**src/sv/lsa_pkg.sv**
```systemverilog
// ----------------------------------------------------------------------------
// lsa_pkg
// Shared constants and types for the LRU slot allocator: table size, field
// widths, command codes and the layouts of a slot entry and of a result item.
// ----------------------------------------------------------------------------
package lsa_pkg;

   // Table size and derived widths.
   localparam int NUM_SLOTS = 16;
   localparam int IDX_W     = $clog2(NUM_SLOTS);
   localparam int CNT_W     = $clog2(NUM_SLOTS + 1);

   // Fixed field widths.
   localparam int TAG_W   = 32;
   localparam int AGE_W   = 32;
   localparam int CMD_W   = 3;
   localparam int LIMIT_W = 5;

   // Reset value of the capacity register.
   localparam logic [LIMIT_W-1:0] LIMIT_RESET = LIMIT_W'(16);

   // Command codes.
   localparam logic [CMD_W-1:0] CMD_ALLOC  = 3'd0;
   localparam logic [CMD_W-1:0] CMD_LOCK   = 3'd1;
   localparam logic [CMD_W-1:0] CMD_UNLOCK = 3'd2;
   localparam logic [CMD_W-1:0] CMD_TOUCH  = 3'd3;
   localparam logic [CMD_W-1:0] CMD_FLUSH  = 3'd4;

   // One slot as kept in the slot memory.
   typedef struct packed {
      logic [TAG_W-1:0] tag;
      logic             locked;
      logic [AGE_W-1:0] age;
   } slot_entry_type;

   // One result item.
   typedef struct packed {
      logic             ok;
      logic [IDX_W-1:0] granted_slot;
      logic             freed_valid;
      logic [TAG_W-1:0] freed_tag;
      logic [CNT_W-1:0] free_count;
      logic             last;
   } rsp_type;

endpackage

```
**src/sv/lru_slot_allocator.sv**
```systemverilog
// ----------------------------------------------------------------------------
// lru_slot_allocator
// Slot table with least-recently-used replacement and per-slot locking. All
// slot state sits in one synchronous memory; the controller reads, modifies
// and writes it back, scanning it one slot per cycle for eviction and flush.
// ----------------------------------------------------------------------------
// A command is taken when start is high and busy is low; busy stays high until
// the command is finished. Results appear on the rsp_ ports for one cycle each,
// marked by rsp_valid, and cannot be held off by the receiver. Allocate into a
// free slot, allocate on an empty table of capacity zero, an unknown command,
// and lock, unlock or touch on an unallocated slot are answered in the decode
// state; lock, unlock and touch on a valid slot read the entry, then write it
// back. Allocate on a full table scans the n allocated slots through the
// memory's single read port, whether it evicts a slot or is refused because
// every slot is locked. Flush streams its n tags one per cycle, and an empty
// flush gives a single result from the decode state. Results are registered.
// The capacity register may be written only while busy is low; the slot
// memory needs no clearing after reset.
// ----------------------------------------------------------------------------
module lru_slot_allocator (
   input  logic                          clock,
   input  logic                          reset,

   // Command channel.
   input  logic                          start,
   output logic                          busy,
   input  logic [lsa_pkg::CMD_W-1:0]     req_cmd,
   input  logic [lsa_pkg::TAG_W-1:0]     req_user_tag,
   input  logic [lsa_pkg::IDX_W-1:0]     req_slot_index,

   // Result channel.
   output logic                          rsp_valid,
   output logic                          rsp_ok,
   output logic [lsa_pkg::IDX_W-1:0]     rsp_granted_slot,
   output logic                          rsp_freed_valid,
   output logic [lsa_pkg::TAG_W-1:0]     rsp_freed_tag,
   output logic [lsa_pkg::CNT_W-1:0]     rsp_free_count,
   output logic                          rsp_last,

   // Capacity register write channel.
   input  logic                          csr_valid,
   output logic                          csr_ready,
   input  logic [lsa_pkg::LIMIT_W-1:0]   csr_data
);
   import lsa_pkg::*;

   typedef enum logic [2:0] {
      ST_IDLE,
      ST_EXEC,
      ST_RMW,
      ST_SCAN,
      ST_EVICT,
      ST_FLUSH
   } state_type;

   state_type            state_ff;
   logic [CMD_W-1:0]     cmd_ff;
   logic [TAG_W-1:0]     tag_ff;
   logic [IDX_W-1:0]     idx_ff;
   logic [LIMIT_W-1:0]   slot_limit_ff;
   logic [AGE_W-1:0]     age_counter_ff;
   logic [CNT_W-1:0]     used_count_ff;

   // Scan bookkeeping: issued read count, pending read and its slot.
   logic [CNT_W-1:0]     scan_n_ff;
   logic [CNT_W-1:0]     iss_ff;
   logic                 pend_ff;
   logic [CNT_W-1:0]     pend_idx_ff;

   // Eviction candidate.
   logic                 found_ff;
   logic [IDX_W-1:0]     best_idx_ff;
   logic [AGE_W-1:0]     best_age_ff;
   logic [TAG_W-1:0]     best_tag_ff;

   rsp_type              rsp_ff;
   logic                 rsp_valid_ff;

   // Slot memory.
   slot_entry_type       slot_mem [NUM_SLOTS];
   slot_entry_type       mem_rd_ff;
   logic [IDX_W-1:0]     rd_addr;
   logic                 wr_en;
   logic [IDX_W-1:0]     wr_addr;
   slot_entry_type       wr_data;

   logic [CNT_W-1:0]     cap;
   logic                 has_room;
   logic                 scan_last;
   logic                 cand_better;
   slot_entry_type       fresh_entry;

   // Free slots left for a given capacity and fill level.
   function automatic logic [CNT_W-1:0] free_after(input logic [CNT_W-1:0] c,
                                                   input logic [CNT_W-1:0] u);
      free_after = (c > u) ? (c - u) : '0;
   endfunction

   // Builds one result item.
   function automatic rsp_type make_rsp(input logic             ok,
                                        input logic [IDX_W-1:0] slot,
                                        input logic             fv,
                                        input logic [TAG_W-1:0] ftag,
                                        input logic [CNT_W-1:0] fcnt,
                                        input logic             lst);
      rsp_type r;
      r.ok           = ok;
      r.granted_slot = slot;
      r.freed_valid  = fv;
      r.freed_tag    = ftag;
      r.free_count   = fcnt;
      r.last         = lst;
      make_rsp = r;
   endfunction

   // Capacity is the register value saturated to the table size.
   always_comb begin
      if (int'(slot_limit_ff) > NUM_SLOTS) begin
         cap = CNT_W'(NUM_SLOTS);
      end else begin
         cap = CNT_W'(slot_limit_ff);
      end
   end

   assign has_room  = (used_count_ff < cap);
   assign scan_last = pend_ff && (pend_idx_ff == (scan_n_ff - CNT_W'(1)));

   // An unlocked slot beats the candidate when it is strictly older.
   assign cand_better = !mem_rd_ff.locked && (!found_ff || (best_age_ff > mem_rd_ff.age));

   // Entry written by a grant.
   always_comb begin
      fresh_entry.tag    = tag_ff;
      fresh_entry.locked = 1'b0;
      fresh_entry.age    = age_counter_ff;
   end

   // Read address: the addressed slot while decoding, else the scan pointer.
   assign rd_addr = (state_ff == ST_EXEC) ? idx_ff : iss_ff[IDX_W-1:0];

   // Write port control.
   always_comb begin
      wr_en   = 1'b0;
      wr_addr = best_idx_ff;
      wr_data = fresh_entry;
      case (state_ff)
         ST_EXEC: begin
            wr_en   = (cmd_ff == CMD_ALLOC) && has_room;
            wr_addr = used_count_ff[IDX_W-1:0];
         end
         ST_RMW: begin
            wr_en   = 1'b1;
            wr_addr = idx_ff;
            wr_data = mem_rd_ff;
            if (cmd_ff == CMD_LOCK) begin
               wr_data.locked = 1'b1;
            end else if (cmd_ff == CMD_UNLOCK) begin
               wr_data.locked = 1'b0;
            end else begin
               wr_data.age = age_counter_ff;
            end
         end
         ST_EVICT: begin
            wr_en = found_ff;
         end
         default: begin
            wr_en = 1'b0;
         end
      endcase
   end

   // Slot memory write port.
   always_ff @(posedge clock) begin
      if (wr_en) begin
         slot_mem[wr_addr] <= wr_data;
      end
   end

   // Slot memory read port, registered.
   always_ff @(posedge clock) begin
      mem_rd_ff <= slot_mem[rd_addr];
   end

   // Capacity register; the user must write it only while the block is idle, which the block itself does not enforce.
   always_ff @(posedge clock) begin
      if (reset) begin
         slot_limit_ff <= LIMIT_RESET;
      end else if (csr_valid && csr_ready) begin
         slot_limit_ff <= csr_data;
      end
   end

   // Controller and registered results.
   always_ff @(posedge clock) begin
      if (reset) begin
         state_ff       <= ST_IDLE;
         age_counter_ff <= '0;
         used_count_ff  <= '0;
         pend_ff        <= 1'b0;
         found_ff       <= 1'b0;
         rsp_valid_ff   <= 1'b0;
      end else begin
         rsp_valid_ff <= 1'b0;
         case (state_ff)
            ST_IDLE: begin
               if (start) begin
                  cmd_ff   <= req_cmd;
                  tag_ff   <= req_user_tag;
                  idx_ff   <= req_slot_index;
                  state_ff <= ST_EXEC;
               end
            end

            ST_EXEC: begin
               iss_ff   <= '0;
               pend_ff  <= 1'b0;
               found_ff <= 1'b0;
               state_ff <= ST_IDLE;
               case (cmd_ff)
                  CMD_ALLOC: begin
                     if (has_room) begin
                        // Take the next unused slot.
                        used_count_ff  <= used_count_ff + CNT_W'(1);
                        age_counter_ff <= age_counter_ff + AGE_W'(1);
                        rsp_ff <= make_rsp(1'b1, used_count_ff[IDX_W-1:0], 1'b0, '0,
                                           free_after(cap, used_count_ff + CNT_W'(1)),
                                           1'b1);
                        rsp_valid_ff <= 1'b1;
                     end else if (used_count_ff == '0) begin
                        // No slots at all: refused.
                        rsp_ff <= make_rsp(1'b0, '0, 1'b0, '0,
                                           free_after(cap, used_count_ff), 1'b1);
                        rsp_valid_ff <= 1'b1;
                     end else begin
                        scan_n_ff <= used_count_ff;
                        state_ff  <= ST_SCAN;
                     end
                  end
                  CMD_LOCK, CMD_UNLOCK, CMD_TOUCH: begin
                     if ({1'b0, idx_ff} >= (IDX_W + 1)'(used_count_ff)) begin
                        rsp_ff <= make_rsp(1'b0, '0, 1'b0, '0,
                                           free_after(cap, used_count_ff), 1'b1);
                        rsp_valid_ff <= 1'b1;
                     end else begin
                        state_ff <= ST_RMW;
                     end
                  end
                  CMD_FLUSH: begin
                     used_count_ff <= '0;
                     if (used_count_ff == '0) begin
                        rsp_ff <= make_rsp(1'b1, '0, 1'b0, '0, cap, 1'b1);
                        rsp_valid_ff <= 1'b1;
                     end else begin
                        scan_n_ff <= used_count_ff;
                        state_ff  <= ST_FLUSH;
                     end
                  end
                  default: begin
                     rsp_ff <= make_rsp(1'b0, '0, 1'b0, '0,
                                        free_after(cap, used_count_ff), 1'b1);
                     rsp_valid_ff <= 1'b1;
                  end
               endcase
            end

            ST_RMW: begin
               // The write port stores the modified entry this cycle.
               if (cmd_ff == CMD_TOUCH) begin
                  age_counter_ff <= age_counter_ff + AGE_W'(1);
               end
               rsp_ff <= make_rsp(1'b1, '0, 1'b0, '0,
                                  free_after(cap, used_count_ff), 1'b1);
               rsp_valid_ff <= 1'b1;
               state_ff     <= ST_IDLE;
            end

            ST_SCAN: begin
               // Issue one read a cycle and compare the slot returned.
               if (iss_ff < scan_n_ff) begin
                  iss_ff      <= iss_ff + CNT_W'(1);
                  pend_idx_ff <= iss_ff;
                  pend_ff     <= 1'b1;
               end else begin
                  pend_ff <= 1'b0;
               end
               if (pend_ff && cand_better) begin
                  found_ff    <= 1'b1;
                  best_idx_ff <= pend_idx_ff[IDX_W-1:0];
                  best_age_ff <= mem_rd_ff.age;
                  best_tag_ff <= mem_rd_ff.tag;
               end
               if (scan_last) begin
                  state_ff <= ST_EVICT;
               end
            end

            ST_EVICT: begin
               // The write port replaces the oldest unlocked slot when there is one.
               if (found_ff) begin
                  age_counter_ff <= age_counter_ff + AGE_W'(1);
                  rsp_ff <= make_rsp(1'b1, best_idx_ff, 1'b1, best_tag_ff,
                                     free_after(cap, used_count_ff), 1'b1);
               end else begin
                  rsp_ff <= make_rsp(1'b0, '0, 1'b0, '0,
                                     free_after(cap, used_count_ff), 1'b1);
               end
               rsp_valid_ff <= 1'b1;
               state_ff     <= ST_IDLE;
            end

            ST_FLUSH: begin
               // Stream each allocated tag in slot order; once every read has been
               // issued, the pending flag drops by itself.
               if (iss_ff < scan_n_ff) begin
                  iss_ff      <= iss_ff + CNT_W'(1);
                  pend_idx_ff <= iss_ff;
                  pend_ff     <= 1'b1;
               end else begin
                  pend_ff <= 1'b0;
               end
               if (pend_ff) begin
                  rsp_ff <= make_rsp(1'b1, '0, 1'b1, mem_rd_ff.tag, cap, scan_last);
                  rsp_valid_ff <= 1'b1;
               end
               if (scan_last) begin
                  state_ff <= ST_IDLE;
               end
            end

            default: begin
               state_ff <= ST_IDLE;
            end
         endcase
      end
   end

   // Port drivers.
   assign busy             = (state_ff != ST_IDLE);
   assign csr_ready        = 1'b1;
   assign rsp_valid        = rsp_valid_ff;
   assign rsp_ok           = rsp_ff.ok;
   assign rsp_granted_slot = rsp_ff.granted_slot;
   assign rsp_freed_valid  = rsp_ff.freed_valid;
   assign rsp_freed_tag    = rsp_ff.freed_tag;
   assign rsp_free_count   = rsp_ff.free_count;
   assign rsp_last         = rsp_ff.last;

endmodule

```
**config.mk**
```make
export PLATFORM = sky130hd
export DESIGN_NAME = lru_slot_allocator
export DESIGN_NICKNAME = d
export VERILOG_FILES = /design/src/sv/lsa_pkg.sv /design/src/sv/lru_slot_allocator.sv
export SDC_FILE = /design/constraint.sdc
export NUM_CORES = 2
export LEC_CHECK = 0
export CORE_MARGIN = 1
export CORE_UTILIZATION = 24
export CTS_BUF_LIST = sky130_fd_sc_hd__clkbuf_16
export CTS_CLUSTER_DIAMETER = 100
export DETAILED_ROUTE_END_ITERATION = 16
export DONT_BUFFER_PORTS = 1
export PLACE_DENSITY = 0.42
export SKIP_CTS_REPAIR_TIMING = 1
export SLEW_MARGIN = 10
export SYNTH_ARGS = -nofsm -noshare
export SYNTH_HDL_FRONTEND = slang
export SYNTH_SLANG_ARGS = --single-unit
export TNS_END_PERCENT = 30
```
**constraint.sdc**
```tcl
create_clock -name clock -period 12.1 [get_ports clock]
set_input_delay 1.815 -clock clock [delete_from_list [all_inputs] [get_ports clock]]
set_output_delay 1.815 -clock clock [all_outputs]
set_load 0.1 [all_outputs]
```
==> impl_metrics.prom <==
# TYPE chip_impl_metric gauge
chip_impl_info{name="crit_top_cell",value="sky130_fd_sc_hd__buf_4"} 1
chip_impl_metric{name="routability_driven_placement_congestion_ratio",unit=""} 0.7707
chip_impl_info{name="hold_path.class",value="reg2reg"} 1
chip_impl_metric{name="number_of_buffers_inserted_during_clock_tree_synthesis",unit=""} 145
chip_impl_metric{name="finish.net_count",unit=""} 4004
chip_impl_info{name="synth_ff_type",value="sky130_fd_sc_hd__edfxtp_1"} 1
chip_impl_metric{name="p_leak",unit="µW"} 0.02097
chip_impl_info{name="worstSetupEndpointType",value="flip-flop"} 1
chip_impl_metric{name="number_of_antenna_violations_at_the_first_check_in_global_routing",unit=""} 7
chip_impl_metric{name="cellPowerDensity",unit="nW/µm²"} 162.9
chip_impl_metric{name="peakVddDrop",unit="mV"} 0.09724
chip_impl_info{name="path_class",value="reg2reg"} 1
chip_impl_metric{name="drtIter0Drc",unit=""} 2461
chip_impl_metric{name="actual_slew_at_the_worst_max_slew_pin",unit="ns"} 1.194
chip_impl_metric{name="numPlacedInstances",unit=""} 6607
chip_impl_metric{name="layout_min_cycle_time",unit="ns"} 5.297
chip_impl_metric{name="core_area",unit="µm²"} 218000
chip_impl_metric{name="fin_hold_ws",unit="ns"} 0.4541
chip_impl_metric{name="drc",unit=""} 0
chip_impl_info{name="crit_path_top_delay_cell",value="sky130_fd_sc_hd__nor3_2"} 1
chip_impl_info{name="start_kind",value="flip-flop"} 1
chip_impl_metric{name="fraction_of_registers_with_async_set_or_reset_after_synthesis",unit="%"} 0
chip_impl_metric{name="grt_start_max_net_pins",unit=""} 136
chip_impl_info{name="rsz0062_at_grt",value="no"} 1
chip_impl_metric{name="global_route.overflow_total",unit=""} 0
chip_impl_metric{name="globalRouteTotalUtil",unit="%"} 13.58
chip_impl_metric{name="wire_length_of_the_first_global_routing_pass",unit="mm"} 222.7
chip_impl_metric{name="timing.final.max_slew_violations",unit=""} 0
chip_impl_metric{name="timing.setup.tns",unit="ns"} 0
chip_impl_metric{name="syn_inst",unit=""} 3907
chip_impl_metric{name="path_max_fanout",unit=""} 37
chip_impl_metric{name="pin_count",unit=""} 95
chip_impl_metric{name="area.sequential",unit="µm²"} 38480
chip_impl_metric{name="die_area",unit="µm²"} 222100
chip_impl_metric{name="finalWorstSetupSlack",unit="ns"} 6.803
chip_impl_info{name="final_common_cell",value="sky130_fd_sc_hd__edfxtp_1"} 1
chip_impl_metric{name="path_clk_slew",unit="ns"} 0.06
chip_impl_metric{name="post_synthesis_sequential_area_ratio",unit="%"} 72.81
chip_impl_metric{name="initial_utilization",unit="%"} 24.24
chip_impl_metric{name="fmax",unit="MHz"} 188.8
chip_impl_metric{name="timing.critical_path.required",unit="ns"} 12.49
chip_impl_metric{name="via_count",unit=""} 31429
chip_impl_metric{name="critical-path-max-stage-delay",unit="ns"} 0.82
chip_impl_metric{name="syn-cell-area",unit="µm²"} 52850
chip_impl_metric{name="grt_pass1_vias",unit=""} 31177
chip_impl_metric{name="flow.area_growth_from_synthesis",unit="%"} 14.83
chip_impl_metric{name="dp_hpwl",unit="mm"} 76.73
chip_impl_metric{name="number_of_max_cap_violations",unit=""} 0
chip_impl_info{name="status",value="complete, no violations"} 1
chip_impl_metric{name="synth_cell_types",unit=""} 83
chip_impl_metric{name="final_hold_viol_count",unit=""} 0
chip_impl_metric{name="fp-row-count",unit=""} 171
chip_impl_metric{name="post_drt_wl_per_cell",unit="µm"} 22.26
chip_impl_info{name="commonest_cells_after_routing_fill_and_taps_aside",value="sky130_fd_sc_hd__edfxtp_1 (1,206), sky130_fd_sc_hd__nand2_1 (1,046), sky130_fd_sc_hd__nand3_1 (417)"} 1
chip_impl_metric{name="syn-mean-instance-area",unit="µm²"} 13.53
chip_impl_metric{name="critical_path_arrival",unit="ns"} 5.69
chip_impl_metric{name="detail_route.vias_per_cell",unit=""} 4.571
chip_impl_metric{name="post_synthesis_net_count",unit=""} 4011
chip_impl_metric{name="antenna_violating_nets_post_route",unit=""} 0
chip_impl_info{name="worstPathCellList",value="nand2b_1, inv_1, ha_1, nor2b_1, nor2_1, o211ai_2, and2_1, a311oi_4, nor3_2, buf_4, buf_4"} 1
chip_impl_metric{name="filler_cell_count",unit=""} 22058
chip_impl_metric{name="ys.warnings.count",unit=""} 0
chip_impl_metric{name="depth_of_the_cts_h_tree",unit=""} 4
chip_impl_metric{name="period_share",unit="%"} 43.78
chip_impl_info{name="cts.root.buffer_cell",value="sky130_fd_sc_hd__clkbuf_16"} 1
chip_impl_metric{name="routed_wirelength",unit="mm"} 153.1
chip_impl_metric{name="io_buffers",unit=""} 0
chip_impl_metric{name="final_std_cells_w_o_fill",unit=""} 6876
chip_impl_metric{name="placement_setup_slack",unit="ns"} 6.706
chip_impl_metric{name="die_height",unit="µm"} 471.3
chip_impl_metric{name="floorplan.die.width",unit="µm"} 471.3
chip_impl_metric{name="cts_buffer_depth",unit=""} 3
chip_impl_metric{name="clock_insertion_delay_worst_skew",unit="ns"} 0.79
chip_impl_metric{name="clock-sinks",unit=""} 1319
chip_impl_metric{name="postSynthRegisterBits",unit=""} 1319
chip_impl_metric{name="multi_input_area",unit="µm²"} 13330
chip_impl_metric{name="clock_skew",unit="ns"} 0.03951
chip_impl_metric{name="setup_violations",unit=""} 0
chip_impl_metric{name="share_of_post_route_cells_with_drive_strength_above_1",unit="%"} 8.630
chip_impl_metric{name="timing.slew.headroom",unit="%"} 20.41
chip_impl_metric{name="synth-edff-count",unit=""} 1206
chip_impl_info{name="cts_tree",value="yes"} 1
chip_impl_metric{name="detail_route.first_pass.iterations",unit=""} 5
[per-layer routing]
layer  vias up  part of all wire [%]  GRT usage [%]
li1      14441                     -              -
met2       647                    46          21.35
met3       167                   4.2          2.329
met4         2                   1.6          3.230
met5         -                0.0052              0
met1     16172                    49          19.33
[metrics by stage]
step	power (µW)	instance area, µm²	util, %
after floorplan	5567	52850	-
after global placement	5785	56200	25.78
after detailed placement	5784	56200	25.78
after CTS	10010	60680	27.83
after global routing	10250	60680	27.83
final	9884	60680	27.83
[Yosys cell counts (all sizes together), types with 11 or more instances]
cell / n / area [µm²]
ha: 54 / 675.7
o221ai: 68 / 608.1
buf: 120 / 633.1
edfxtp: 1206 / 36210
a22o: 34 / 297.8
nand3: 417 / 2087
nand4: 17 / 121.4
or4: 17 / 127.6
mux2: 33 / 371.6
xnor2: 16 / 147.7
clkbuf: 108 / 405.4
o31ai: 23 / 186.4
mux2i: 203 / 2032
nor4: 11 / 75.07
nand2: 1049 / 3940
or3: 13 / 81.33
nor2: 43 / 163.9
o21ai: 27 / 135.1
nor3: 21 / 110.1
a21oi: 61 / 309.1
nand2b: 18 / 120.1
inv: 59 / 229.0
dfxtp: 113 / 2262
a32oi: 67 / 586.8
[worst paths after layout]
kind / from / to / slack (ns) / cells after the start
max: slot_limit_ff[4] / slot_mem[13][0] / 6.80 / 11
min: mem_rd_ff[15] / best_age_ff[15] / 0.45 / 0
max reg2reg: slot_limit_ff[4] / slot_mem[13][0] / 6.80 / 11
min reg2reg: mem_rd_ff[15] / best_age_ff[15] / 0.45 / 0
[power by group]
group	internal [µW]	total, µW	switching [µW]	leakage (µW)
Clock	2350	4210	1850	0.00231
Sequential	5000	5090	89.5	0.0118
Combinational	175	583	408	0.00684
Total	7530	9880	2350	0.0210
[flip-flops by register name, summed over array words and instances (netlist names), 32 cells and up]
signal,flops
age_counter_ff,32
best_age_ff,32
best_tag_ff,32
mem_rd_ff,65
rsp_freed_tag,32
slot_mem,1040
tag_ff,32
[worst max-delay path, delay by kind of cell (launching register included)]
kind	cells	cell delay [ns]
AND/OR/NAND/NOR	5	1.93
buffers and inverters	3	1.36
AO/OA/AOI/OAI	2	0.68
flip-flops	1	0.52
adder cells (fa/ha/maj)	1	0.31
[cell type report]
| class | instances | share of cell area, % |
|---|---|---|
| Timing Repair Buffer | 74 | 0.9773 |
| Inverter | 60 | 0.3835 |
| Clock buffer | 150 | 6.186 |
| Multi-Input combinational cell | 2300 | 21.96 |
| Tap cell | 2854 | 5.885 |
| Sequential cell | 1319 | 63.41 |
| Clock inverter | 118 | 1.196 |
| Antenna cell | 1 | 0.004124 |
[cells by family after synthesis]
logic type	share of synthesized area (%)
AND/OR/NAND/NOR	13.40
flip-flops	72.81
AO/OA/AOI/OAI	5.095
buffers and inverters	2.405
multiplexers	4.548
adder cells (fa/ha/maj)	1.354
XOR/XNOR	0.3788
other	0.007096
Note: power is estimated with default switching activity, not from simulation.
